File: config.mk
export PLATFORM = sky130hd
export DESIGN_NAME = sorted_region_table
export DESIGN_NICKNAME = d
export VERILOG_FILES = /design/src/hw/rtl/srt_pkg.sv /design/src/hw/rtl/srt_ram.sv /design/src/hw/rtl/sorted_region_table.sv
export SDC_FILE = /design/constraint.sdc
export NUM_CORES = 1
export LEC_CHECK = 0
export BUFFER_PORTS_ARGS = -buffer_cell sky130_fd_sc_hd__buf_2
export CORE_UTILIZATION = 47
export CTS_BUF_LIST = sky130_fd_sc_hd__clkbuf_2 sky130_fd_sc_hd__clkbuf_4 sky130_fd_sc_hd__clkbuf_8
export CTS_CLUSTER_SIZE = 16
export DETAILED_ROUTE_END_ITERATION = 10
export PLACE_DENSITY_LB_ADDON = 0.2
export SYNTH_ARGS = -nofsm -noshare
export SYNTH_HDL_FRONTEND = slang
export SYNTH_SLANG_ARGS = --single-unit
File: constraint.sdc
create_clock -name aclk -period 4.5 [get_ports aclk]
set_input_delay 0.675 -clock aclk [delete_from_list [all_inputs] [get_ports aclk]]
set_output_delay 0.675 -clock aclk [all_outputs]
set_load 0.02 [all_outputs]
File: src/hw/rtl/srt_pkg.sv
// Shared types and constants for the sorted region table.
// Holds the beat structs, action and status codes and space constants.
// No dependencies.
package srt_pkg;

    // Size of the unit space and default table depth
    localparam int SPACE_UNITS     = 256;
    localparam int MAX_ENTRIES_DEF = 16;

    // Width of the sums that can pass the end of the space
    localparam int SUM_W = 10;
    localparam logic [SUM_W-1:0] SPACE_END = SUM_W'(SPACE_UNITS);

    // Action codes
    localparam logic [2:0] ACT_ADD     = 3'd0;
    localparam logic [2:0] ACT_RESIZE  = 3'd1;
    localparam logic [2:0] ACT_ERASE   = 3'd2;
    localparam logic [2:0] ACT_GAPS    = 3'd3;
    localparam logic [2:0] ACT_ENTRIES = 3'd4;

    // Status codes
    localparam logic [2:0] ST_DONE   = 3'd0;
    localparam logic [2:0] ST_REJECT = 3'd1;
    localparam logic [2:0] ST_FULL   = 3'd2;
    localparam logic [2:0] ST_ROW    = 3'd3;
    localparam logic [2:0] ST_NOROWS = 3'd4;

    typedef struct packed {
        logic [2:0] action;
        logic [3:0] entry_slot;
        logic [7:0] region_first;
        logic [8:0] region_units;
    } srt_in_t;

    typedef struct packed {
        logic [2:0] status;
        logic [3:0] row_slot;
        logic [7:0] row_first;
        logic [7:0] row_final;
        logic [8:0] row_units;
        logic       last_row;
    } srt_out_t;

    // One table entry as stored in memory
    typedef struct packed {
        logic [7:0] first;
        logic [8:0] units;
    } srt_entry_t;

endpackage

File: src/hw/rtl/srt_ram.sv
// Generic single-write, single-read RAM with a registered read port.
// No dependencies.
module srt_ram #(
    parameter int WIDTH = 8,
    parameter int DEPTH = 16
) (
    input  logic                     aclk,
    input  logic                     wr_en,
    input  logic [$clog2(DEPTH)-1:0] wr_addr,
    input  logic [WIDTH-1:0]         wr_data,
    input  logic [$clog2(DEPTH)-1:0] rd_addr,
    output logic [WIDTH-1:0]         rd_data
);

    logic [WIDTH-1:0] mem [DEPTH];

    // Write port and registered read
    always_ff @(posedge aclk) begin
        if (wr_en) begin
            mem[wr_addr] <= wr_data;
        end
        rd_data <= mem[rd_addr];
    end

endmodule

File: src/hw/rtl/sorted_region_table.sv
// Sorted region table: one command beat in, one or more result beats out.
// Depends on srt_pkg and srt_ram.
//
// The block keeps up to MAX_ENTRIES non-overlapping regions sorted by first
// unit in one RAM with a registered read. It takes one command at a time.
// Add and resize first scan the table at one entry a cycle, then move
// entries one at a time through the RAM, each read in S_MRD and written in
// S_MWR, then write the new entry. Erase moves the later entries down the
// same way and drops the count. Listing reads each entry and emits it as a
// row, waiting whenever the result side is not free. Results leave through
// an output register, so the next command is taken while the last result
// still waits.
module sorted_region_table
    import srt_pkg::*;
#(
    parameter int MAX_ENTRIES = MAX_ENTRIES_DEF
) (
    input  logic     aclk,
    input  logic     aresetn,
    input  logic     s_valid,
    output logic     s_ready,
    input  srt_in_t  s_data,
    output logic     m_valid,
    input  logic     m_ready,
    output srt_out_t m_data
);

    localparam int AW = $clog2(MAX_ENTRIES);
    localparam int CW = $clog2(MAX_ENTRIES + 1);
    localparam int SW = (CW > 4) ? CW : 4;
    localparam logic [CW-1:0] FULL_COUNT = CW'(MAX_ENTRIES);

    // Sequencer states
    localparam logic [3:0] S_IDLE = 4'd0;
    localparam logic [3:0] S_SCAN = 4'd1;
    localparam logic [3:0] S_DEC  = 4'd2;
    localparam logic [3:0] S_MRD  = 4'd3;
    localparam logic [3:0] S_MWR  = 4'd4;
    localparam logic [3:0] S_FIN  = 4'd5;
    localparam logic [3:0] S_RESP = 4'd6;
    localparam logic [3:0] S_LRD  = 4'd7;
    localparam logic [3:0] S_LOUT = 4'd8;
    localparam logic [3:0] S_GRD  = 4'd9;
    localparam logic [3:0] S_GOUT = 4'd10;
    localparam logic [3:0] S_GEND = 4'd11;

    logic [3:0]       state_reg, state_next;
    logic [CW-1:0]    count_reg, count_next;
    srt_in_t          cmd_reg, cmd_next;
    logic [CW-1:0]    idx_reg, idx_next;
    logic [CW-1:0]    rem_reg, rem_next;
    logic             up_reg, up_next;
    logic             fin_reg, fin_next;
    logic [2:0]       res_reg, res_next;
    logic             rv_reg, rv_next;
    logic [AW-1:0]    ra_reg, ra_next;
    logic             cov_reg, cov_next;
    logic             found_reg, found_next;
    logic [7:0]       nxt_reg, nxt_next;
    logic [CW-1:0]    pos_reg, pos_next;
    logic [SUM_W-1:0] gpos_reg, gpos_next;
    logic             pend_reg, pend_next;
    srt_out_t         prow_reg, prow_next;
    logic             out_valid_reg, out_valid_next;
    srt_out_t         out_reg, out_next;

    logic             wr_en;
    logic [AW-1:0]    wr_addr;
    srt_entry_t       wr_data;
    logic [AW-1:0]    rd_addr;
    srt_entry_t       rd_data;

    logic             out_free;
    logic [SUM_W-1:0] ent_end;
    logic [SUM_W-1:0] room;
    logic             bad;
    logic             skip_hit;
    srt_out_t         none_row;
    srt_out_t         gap_row;
    srt_out_t         tail_row;
    srt_out_t         ent_row;

    srt_ram #(
        .WIDTH($bits(srt_entry_t)),
        .DEPTH(MAX_ENTRIES)
    ) u_ram (
        .aclk    (aclk),
        .wr_en   (wr_en),
        .wr_addr (wr_addr),
        .wr_data (wr_data),
        .rd_addr (rd_addr),
        .rd_data (rd_data)
    );

    assign s_ready  = (state_reg == S_IDLE);
    assign m_valid  = out_valid_reg;
    assign m_data   = out_reg;
    assign out_free = !out_valid_reg || m_ready;

    // Entry end, acceptance check and candidate result rows
    always_comb begin
        ent_end  = SUM_W'(rd_data.first) + SUM_W'(rd_data.units);
        skip_hit = (cmd_reg.action == ACT_RESIZE) && (SW'(ra_reg) == SW'(cmd_reg.entry_slot));
        room     = found_reg ? (SUM_W'(nxt_reg) - SUM_W'(cmd_reg.region_first))
                             : (SPACE_END - SUM_W'(cmd_reg.region_first));
        bad      = (cmd_reg.region_units == 9'd0)
                || (SUM_W'(cmd_reg.region_first) >= SPACE_END)
                || cov_reg
                || (SUM_W'(cmd_reg.region_units) > room);

        none_row = '0;
        none_row.last_row = 1'b1;

        ent_row           = '0;
        ent_row.status    = ST_ROW;
        ent_row.row_slot  = 4'(idx_reg);
        ent_row.row_first = rd_data.first;
        ent_row.row_final = 8'(ent_end - SUM_W'(1));
        ent_row.row_units = rd_data.units;
        ent_row.last_row  = (idx_reg + CW'(1) == count_reg);

        gap_row           = '0;
        gap_row.status    = ST_ROW;
        gap_row.row_first = gpos_reg[7:0];
        gap_row.row_final = rd_data.first - 8'd1;
        gap_row.row_units = 9'(SUM_W'(rd_data.first) - gpos_reg);

        tail_row           = '0;
        tail_row.status    = ST_ROW;
        tail_row.row_first = gpos_reg[7:0];
        tail_row.row_final = 8'(SPACE_END - SUM_W'(1));
        tail_row.row_units = 9'(SPACE_END - gpos_reg);
    end

    // Read address follows the sequencer
    always_comb begin
        if (state_reg == S_MRD) begin
            rd_addr = up_reg ? AW'(idx_reg - CW'(1)) : AW'(idx_reg + CW'(1));
        end else begin
            rd_addr = idx_reg[AW-1:0];
        end
    end

    // Sequencer
    always_comb begin
        state_next     = state_reg;
        count_next     = count_reg;
        cmd_next       = cmd_reg;
        idx_next       = idx_reg;
        rem_next       = rem_reg;
        up_next        = up_reg;
        fin_next       = fin_reg;
        res_next       = res_reg;
        rv_next        = 1'b0;
        ra_next        = ra_reg;
        cov_next       = cov_reg;
        found_next     = found_reg;
        nxt_next       = nxt_reg;
        pos_next       = pos_reg;
        gpos_next      = gpos_reg;
        pend_next      = pend_reg;
        prow_next      = prow_reg;
        out_valid_next = out_valid_reg && !m_ready;
        out_next       = out_reg;
        wr_en          = 1'b0;
        wr_addr        = idx_reg[AW-1:0];
        wr_data        = rd_data;

        // Fold in a scanned entry
        if (rv_reg) begin
            if (!skip_hit) begin
                if (rd_data.first <= cmd_reg.region_first
                        && SUM_W'(cmd_reg.region_first) < ent_end) begin
                    cov_next = 1'b1;
                end
                if (rd_data.first > cmd_reg.region_first && !found_reg) begin
                    found_next = 1'b1;
                    nxt_next   = rd_data.first;
                end
                if (rd_data.first < cmd_reg.region_first) begin
                    pos_next = pos_reg + CW'(1);
                end
            end
        end

        case (state_reg)
            S_IDLE: begin
                if (s_valid) begin
                    cmd_next   = s_data;
                    idx_next   = '0;
                    cov_next   = 1'b0;
                    found_next = 1'b0;
                    pos_next   = '0;
                    gpos_next  = '0;
                    pend_next  = 1'b0;
                    res_next   = ST_REJECT;
                    state_next = S_RESP;
                    case (s_data.action)
                        ACT_ADD: begin
                            if (count_reg >= FULL_COUNT) begin
                                res_next = ST_FULL;
                            end else begin
                                state_next = S_SCAN;
                            end
                        end
                        ACT_RESIZE: begin
                            if (SW'(s_data.entry_slot) < SW'(count_reg)) begin
                                state_next = S_SCAN;
                            end
                        end
                        ACT_ERASE: begin
                            if (SW'(s_data.entry_slot) < SW'(count_reg)) begin
                                up_next    = 1'b0;
                                fin_next   = 1'b0;
                                idx_next   = CW'(s_data.entry_slot);
                                rem_next   = count_reg - CW'(1) - CW'(s_data.entry_slot);
                                state_next = (count_reg - CW'(1) == CW'(s_data.entry_slot))
                                           ? S_FIN : S_MRD;
                            end
                        end
                        ACT_GAPS: begin
                            state_next = (count_reg == '0) ? S_GEND : S_GRD;
                        end
                        ACT_ENTRIES: begin
                            if (count_reg == '0) begin
                                res_next = ST_NOROWS;
                            end else begin
                                state_next = S_LRD;
                            end
                        end
                        default: begin
                            res_next = ST_REJECT;
                        end
                    endcase
                end
            end

            // Stream reads of all entries, one per cycle
            S_SCAN: begin
                if (idx_reg < count_reg) begin
                    rv_next  = 1'b1;
                    ra_next  = idx_reg[AW-1:0];
                    idx_next = idx_reg + CW'(1);
                end else if (!rv_reg) begin
                    state_next = S_DEC;
                end
            end

            // Check the request and set up the entry moves
            S_DEC: begin
                fin_next = 1'b1;
                if (bad) begin
                    res_next   = ST_REJECT;
                    state_next = S_RESP;
                end else if (cmd_reg.action == ACT_ADD) begin
                    up_next    = 1'b1;
                    idx_next   = count_reg;
                    rem_next   = count_reg - pos_reg;
                    state_next = (count_reg == pos_reg) ? S_FIN : S_MRD;
                end else if (SW'(pos_reg) < SW'(cmd_reg.entry_slot)) begin
                    up_next    = 1'b1;
                    idx_next   = CW'(cmd_reg.entry_slot);
                    rem_next   = CW'(cmd_reg.entry_slot) - pos_reg;
                    state_next = S_MRD;
                end else begin
                    up_next    = 1'b0;
                    idx_next   = CW'(cmd_reg.entry_slot);
                    rem_next   = pos_reg - CW'(cmd_reg.entry_slot);
                    state_next = (SW'(pos_reg) == SW'(cmd_reg.entry_slot)) ? S_FIN : S_MRD;
                end
            end

            S_MRD: begin
                state_next = S_MWR;
            end

            // Write the neighbor into the current slot and advance
            S_MWR: begin
                wr_en    = 1'b1;
                wr_addr  = idx_reg[AW-1:0];
                wr_data  = rd_data;
                idx_next = up_reg ? idx_reg - CW'(1) : idx_reg + CW'(1);
                rem_next = rem_reg - CW'(1);
                state_next = (rem_reg == CW'(1)) ? S_FIN : S_MRD;
            end

            // Place the new entry, if any, and update the count on add or erase
            S_FIN: begin
                if (fin_reg) begin
                    wr_en         = 1'b1;
                    wr_addr       = pos_reg[AW-1:0];
                    wr_data.first = cmd_reg.region_first;
                    wr_data.units = cmd_reg.region_units;
                end
                if (cmd_reg.action == ACT_ADD) begin
                    count_next = count_reg + CW'(1);
                end else if (cmd_reg.action == ACT_ERASE) begin
                    count_next = count_reg - CW'(1);
                end
                res_next   = ST_DONE;
                state_next = S_RESP;
            end

            S_RESP: begin
                if (out_free) begin
                    out_valid_next  = 1'b1;
                    out_next        = none_row;
                    out_next.status = res_reg;
                    state_next      = S_IDLE;
                end
            end

            S_LRD: begin
                state_next = S_LOUT;
            end

            // Emit one entry row
            S_LOUT: begin
                if (out_free) begin
                    out_valid_next = 1'b1;
                    out_next       = ent_row;
                    if (ent_row.last_row) begin
                        state_next = S_IDLE;
                    end else begin
                        idx_next   = idx_reg + CW'(1);
                        state_next = S_LRD;
                    end
                end
            end

            S_GRD: begin
                state_next = S_GOUT;
            end

            // Hold back one gap so the final one can carry the last marker
            S_GOUT: begin
                if (!(SUM_W'(rd_data.first) > gpos_reg && pend_reg && !out_free)) begin
                    if (SUM_W'(rd_data.first) > gpos_reg) begin
                        if (pend_reg) begin
                            out_valid_next = 1'b1;
                            out_next       = prow_reg;
                        end
                        pend_next = 1'b1;
                        prow_next = gap_row;
                    end
                    gpos_next = ent_end;
                    idx_next  = idx_reg + CW'(1);
                    state_next = (idx_reg + CW'(1) == count_reg) ? S_GEND : S_GRD;
                end
            end

            // Tail gap, then flush the held gap as the last row, or report no rows
            S_GEND: begin
                if (gpos_reg < SPACE_END) begin
                    if (!pend_reg || out_free) begin
                        if (pend_reg) begin
                            out_valid_next = 1'b1;
                            out_next       = prow_reg;
                        end
                        pend_next = 1'b1;
                        prow_next = tail_row;
                        gpos_next = SPACE_END;
                    end
                end else if (out_free) begin
                    out_valid_next = 1'b1;
                    if (pend_reg) begin
                        out_next          = prow_reg;
                        out_next.last_row = 1'b1;
                    end else begin
                        out_next        = none_row;
                        out_next.status = ST_NOROWS;
                    end
                    state_next = S_IDLE;
                end
            end

            default: begin
                state_next = S_IDLE;
            end
        endcase
    end

    // Control registers
    always_ff @(posedge aclk) begin
        if (!aresetn) begin
            state_reg     <= S_IDLE;
            count_reg     <= '0;
            out_valid_reg <= 1'b0;
            rv_reg        <= 1'b0;
        end else begin
            state_reg     <= state_next;
            count_reg     <= count_next;
            out_valid_reg <= out_valid_next;
            rv_reg        <= rv_next;
        end
    end

    // Datapath registers
    always_ff @(posedge aclk) begin
        cmd_reg   <= cmd_next;
        idx_reg   <= idx_next;
        rem_reg   <= rem_next;
        up_reg    <= up_next;
        fin_reg   <= fin_next;
        res_reg   <= res_next;
        ra_reg    <= ra_next;
        cov_reg   <= cov_next;
        found_reg <= found_next;
        nxt_reg   <= nxt_next;
        pos_reg   <= pos_next;
        gpos_reg  <= gpos_next;
        pend_reg  <= pend_next;
        prow_reg  <= prow_next;
        out_reg   <= out_next;
    end

endmodule
== Word-level counts from Yosys, hierarchy flattened ==
Memory sizes are Yosys's and may differ from the RTL's. A register that Yosys moved wholly into a read port is not among the register bits.
Index checks and enable logic that the tools add are counted.

* Register bits after elaboration: 146
* Memory bits (writable): 272
* Memories kept: 1

* Add/sub/neg operators: 17
* $lt $le $gt $ge: 11
* Equal/unequal tests: 41
* Muxes and demuxes: 117
* Bitwise operators: 1
* Reductions and logical operators: 44

{| class="wikitable"
|+ Memory list
! name !! words !! width !! rd ports !! clocked after Yosys merged registers in !! write ports !! line !! text
|-
| u_ram.mem || 16 || 17 || 1 || 1 || 1 || srt_ram.sv:15 || <nowiki>logic [WIDTH-1:0] mem [DEPTH];</nowiki>
|}

{| class="wikitable"
|+ Operators with widths
! kind !! number
|-
| 33-bit 2-to-1 mux || 13
|-
| 33-bit one-hot mux with 4 select lines || 1
|-
| 5-bit 2-to-1 mux || 21
|-
| 33-bit one-hot mux with 2 select lines || 1
|-
| 4-bit 2-to-1 mux || 13
|-
| 10-bit 2-to-1 mux || 5
|-
| 4-bit one-hot mux with 12 select lines || 1
|-
| 3-bit 2-to-1 mux || 14
|-
| 17-bit 2-to-1 mux || 2
|-
| 1-bit 2-to-1 mux || 32
|-
| 10-bit one-hot mux with 3 select lines || 1
|-
| 5-bit one-hot mux with 6 select lines || 1
|-
| 2-bit inequality test, second input constant || 14
|-
| 4-bit one-hot mux with 5 select lines || 1
|-
| 5-bit AND reduction || 4
|-
| 4-bit by 3-bit == test with 1-bit output, second input constant || 4
|-
| 4-bit == test, second input constant || 4
|-
| 8-bit by 1-bit subtractor with 8-bit output, second input constant || 2
|-
| 5-bit by 1-bit adder with 5-bit output, second input constant || 3
|-
| 5-bit one-hot mux with 3 select lines || 1
|-
| 5-bit by 1-bit subtractor with 5-bit output, second input constant || 3
|-
| 7-bit AND reduction || 2
|-
| 6-bit AND reduction || 2
|-
| 8-bit by 9-bit adder with 10-bit output || 1
|-
| other kinds (50) || 85
|}

== Logic depth before layout (Yosys ltp) ==
* Word-level depth: 8
* Gate-level depth with buffers: 17
* Mapped depth without buffers: 17

== Cells and area by module ==
Synthesis repeated with hierarchy kept, for this count alone.

* Cells, all modules: 1474
* Area total of the unflattened synthesis: 20468.4 um^2

{| class="wikitable"
|+ Modules (own cells, without submodules)
! module !! times used !! cells an instance !! area each (um^2)
|-
| srt_ram || 1 || 458 || 10637.7
|-
| sorted_region_table || 1 || 1016 || 9830.7
|}

== Worst setup path after synthesis ==
OpenSTA, ideal clock, no wires.

* Path type: register to register
* Start point: reg cmd_reg[10] (netlist bit)
* End point: reg idx_reg[0] (enable)
* Arrival time: 3.706 ns
* Required time: 4.119 ns
* Slack: 0.413 ns
* Stages on the path, launching flop included: 17
* Path buffers: 0
* Period minus slack after synthesis: 4.087 ns
* Path through: edfxtp_1 > inv_1 > ha_1 > nor2b_1 > o21ai_0 > a21boi_0 > o21ai_0 > a211oi_1 > or3_1 > a31oi_1 > ha_1 > a22o_1 > nor4_1 > o221ai_1 > a31oi_1 > nor2_1 > nor4_1

* Cells in the longest elaborated chain, start to end: 6

{| class="wikitable"
|+ RTL lines
! element !! line !! text
|-
| from (decl) || sorted_region_table.sv:49 || <nowiki>srt_in_t cmd_reg, cmd_next;</nowiki>
|-
| from (signal assigned) || sorted_region_table.sv:400 || <nowiki>cmd_reg <= cmd_next;</nowiki>
|-
| 9-bit by 8-bit subtractor with 10-bit output / 8-bit by 8-bit subtractor with 9-bit output (equally long branches) || sorted_region_table.sv:105, sorted_region_table.sv:104 ||
|-
| 10-bit 2-to-1 mux (*) || sorted_region_table.sv:104 || <nowiki>room = found_reg ? (SUM_W'(nxt_reg) - SUM_W'(cmd_reg.region_first))</nowiki>
|-
| 9-bit by 10-bit greater-than comparator with 1-bit output (*) || sorted_region_table.sv:109 || <nowiki>|| (SUM_W'(cmd_reg.region_units) > room);</nowiki>
|-
| 1-bit logical OR (*) || sorted_region_table.sv:109 ||
|-
| 2-bit inequality test (no source line) (*) || n/a ||
|-
| 7-bit AND reduction (no source line) (*) || n/a ||
|-
| to (signal assigned) || sorted_region_table.sv:401 || <nowiki>idx_reg <= idx_next;</nowiki>
|-
| to (decl) || sorted_region_table.sv:50 || <nowiki>logic [CW-1:0] idx_reg, idx_next;</nowiki>
|}

Every way passes the cells marked *; elsewhere a longest branch is shown, timed or not.
A chain may end at the register's enable or synchronous reset.

== Worst setup path in the final report ==
* Start point: reg cmd_reg[10] (netlist bit)
* End point: reg idx_reg[1] (enable)

The elaborated chain is that of the path after synthesis.

==> qor.yml <==
timing:
  drv_slew: 0
  fmax_ghz: 0.238
  fin_skew_ns: 0.0344
  setup_ws_ns: 0.295
  layout_min_cycle_time_ns: 4.20
  setup_tns_ns: 0
  finalCritPeriodShare_pct: 93.4
  whs_ns: 0.242
  setup_viol_count_final: 0
  finalHoldViolCount: 0
  rsz0062_at_grt: "no"
  relSlewSlack_pct: 35.1
  tightest_slew_ns: 0.964
worst_setup_path:
  r2r_cells: 17
  worstPathArrival_ns: 4.53
  required_ns: 4.83
  start_kind: "register"
  cp_max_fo: 5
  crit_type: "reg2reg"
  r2r-end: "idx_reg[1]"
  critPathCaptureType: "register"
  ff2ff_setup_slack_ns: 0.30
  crit_end: "idx_reg[1]"
  rr_startpoint: "cmd_reg[10]"
  worstSetupStartpoint: "cmd_reg[10]"
power_and_ir_drop:
  swShare_pct: 37.1
  vdd_drop_max_mv: 0.474
  p_leak_nw: 8.57
  clkPwrFrac_pct: 22.5
  power_density_nw_per_um2: 679
  power_switching_mw: 5.90
  p_int_mw: 10.0
  power_frac_comb_pct: 40.2
  power_mw: 15.9
  sequentialPowerShare_pct: 37.3
drt:
  drt.antenna.violating_nets: 0
  drcViolationCount: 0
  viasPerCell: 5.74
  vias: 12918
  wl_um: 51300
  wire_per_inst_um: 22.8
  firstDrtPassIters: 5
  drtIter0Drc: 1093
synthesis:
  synthesis.area_um2: 20600
  yosysWarnings: 0
  synth_cells: 1468
  avgSynthCellArea_um2: 14.0
  ys_ff_latch: 427
  synth_top_area_share_pct: 57.2
  yosysMostFrequentCell: "edfxtp_1"
  syn-num-nets: 1595
  synth_edf_count: 392
  yosys-top-cells-area: "edfxtp_1, mux4_2, ha_1, mux2i_1, dfxtp_1"
  async_flop_share_pct: 0
  synth.distinct_cells: 73
  synth_ff_type: "edfxtp_1"
  synth_top_area_cell: "edfxtp_1"
  synth_common_cells: "edfxtp_1, nand2_1, ha_1"
  yosysSeqAreaShare_pct: 60.6
clocking:
  clk_pin_slew_ns: 0.06
  cts_made_buffers: 74
  htree_levels: 3
  cts_num_sinks: 427
  holdBufCountCts: 0
  cts_tree: "done"
  cts-root-buf: "clkbuf_8"
  cts_max_path_buffers: 3
  clkLatencyLatePin_ns: 0.63
global_routing:
  grt_pass1_wl_um: 78200
  grt-ovfl-total: 0
  grt_max_degree: 69
  grtUsageTotal_pct: 23.5
  grt_pass1_vias: 13082
  antenna_found_initial: 0
place:
  dp_hpwl_um: 33900
  placedCellCount: 2113
  pre_cts_slack_ns: 0.0814
  gp_congestion: 0.898
  placed_area_um2: 21900
  io_buffer_count: 62
flow_run:
  maxCapViolCount: 0
worst_hold_path:
  hp-class: "in2reg"
  whs_path_depth: 1
floorplanning:
  start_util_pct: 47.7
  dieArea_um2: 44600
  row_count: 76
  die_h_um: 211
  ios: 63
  die_w_um: 211
  design.core.area_um2: 43200
final_layout:
  n_antenna_cell: 0
  multi_input_area_um2: 7660
  seq_area_um2: 12500
  largest_reg_flops: 272
  utilization_pct: 54.2
  drive_gt1_share_pct: 21.8
  final_area_um2: 23400
  final_nets: 1732
  instances_no_fill: 2250
  nFillCells: 3646
  area_delta_synth_final_pct: 13.7
run_status:
  status: "finished, final reports clean"
area by class of cell:
cell class | instances | area share [%]
Inverter | 74 | 1.19
Tap cell | 585 | 3.13
Clock buffer | 112 | 5.81
Timing Repair Buffer | 119 | 3.21
Multi-Input combinational cell | 909 | 32.7
Sequential cell | 427 | 53.3
Clock inverter | 24 | 0.679
worst max-delay path, stage by stage, from the launching register on:
cell      delay, ns
edfxtp_1       0.43
inv_2          0.13
ha_1           0.23
nor2b_1        0.12
o21ai_0        0.21
a21boi_0       0.15
o21ai_0        0.24
a211oi_1       0.12
or3_1          0.32
a31oi_1        0.18
ha_1           0.28
a22o_1         0.23
nor4_2         0.18
o221ai_1       0.19
a31oi_2        0.23
nor2_1         0.15
nor4_2         0.32
buf_4          0.19
timing repair:
item / in CTS / in global routing
setup buffers: 0 / 1
resized for setup: 1 / 3
gates cloned: 0 / 0
endpoints found under the setup margin: 5 / 11
pin swaps: 0 / 1
logic make-up (layout without fill, tap and decap cells):
group / after synthesis / in the layout / synth area share (%)
AND/OR/NAND/NOR: 322 / 322 / 7.45
AO/OA/AOI/OAI: 255 / 255 / 7.74
buffers and inverters: 132 / 329 / 2.75
adder cells (fa/ha/maj): 99 / 99 / 6.27
multiplexers: 161 / 161 / 12.0
flip-flops: 427 / 427 / 60.6
XOR/XNOR: 72 / 72 / 3.17
how the worst min path moves through the flow:
stage                      startpoint            to  slack, ns
after floorplan           gpos_reg[2]  prow_reg[20]       0.43
after global placement    gpos_reg[2]  prow_reg[20]       0.45
after detailed placement  gpos_reg[7]  prow_reg[25]       0.45
after CTS                   s_data[1]    cmd_reg[1]       0.21
after global routing        s_data[1]    cmd_reg[1]       0.23
final                       s_data[1]    cmd_reg[1]       0.24
power by group through the flow:
stage | clock network, mW | registers [mW] | logic (mW)
2_1_floorplan | 0 | 5.81 | 4.54
3_3_place_gp | 0 | 6.00 | 6.21
3_5_place_dp | 0 | 6.01 | 6.33
4_1_cts | 3.67 | 5.93 | 6.38
5_1_grt | 3.83 | 5.99 | 7.00
6_report | 3.58 | 5.93 | 6.39
cell usage in the layout (no fill, tap or decap), types with 5 or more instances in the layout:
cell	synthesis	routed
a211oi_1	9	8
a21o_1	12	12
a21oi_1	66	66
a22oi_1	5	5
a31oi_1	12	11
and2_1	12	12
and3_1	7	7
buf_2	17	62
buf_4	5	56
clkbuf_4	0	29
clkbuf_8	0	83
clkinv_1	4	12
clkinv_2	0	10
dfxtp_1	35	35
edfxtp_1	392	392
fa_1	7	7
ha_1	92	92
inv_1	67	66
mux2_2	9	9
mux2i_1	84	84
mux4_2	68	68
nand2_1	102	102
nand2b_1	10	10
nand3_1	20	20
nand4_1	11	11
nor2_1	84	67
nor2_2	0	17
nor2b_1	15	15
nor3_1	23	22
nor4_1	9	7
o211ai_1	10	10
o21a_1	7	7
o21ai_0	69	68
o21bai_1	5	5
o221ai_1	6	6
o22ai_1	18	18
or3_1	9	9
xnor2_1	49	49
xor2_1	20	20
layer usage:
metal	up-vias	routed length, um	share of wire (%)	track usage [%]
met1	6467	22500	44	31.6
met3	91	2860	5.6	3.64
li1	5922	-	-	-
met2	438	24800	48	39.2
met4	0	1200	2.3	7.47
met5	-	0	0	0
Power figures use the tool's default switching activity.
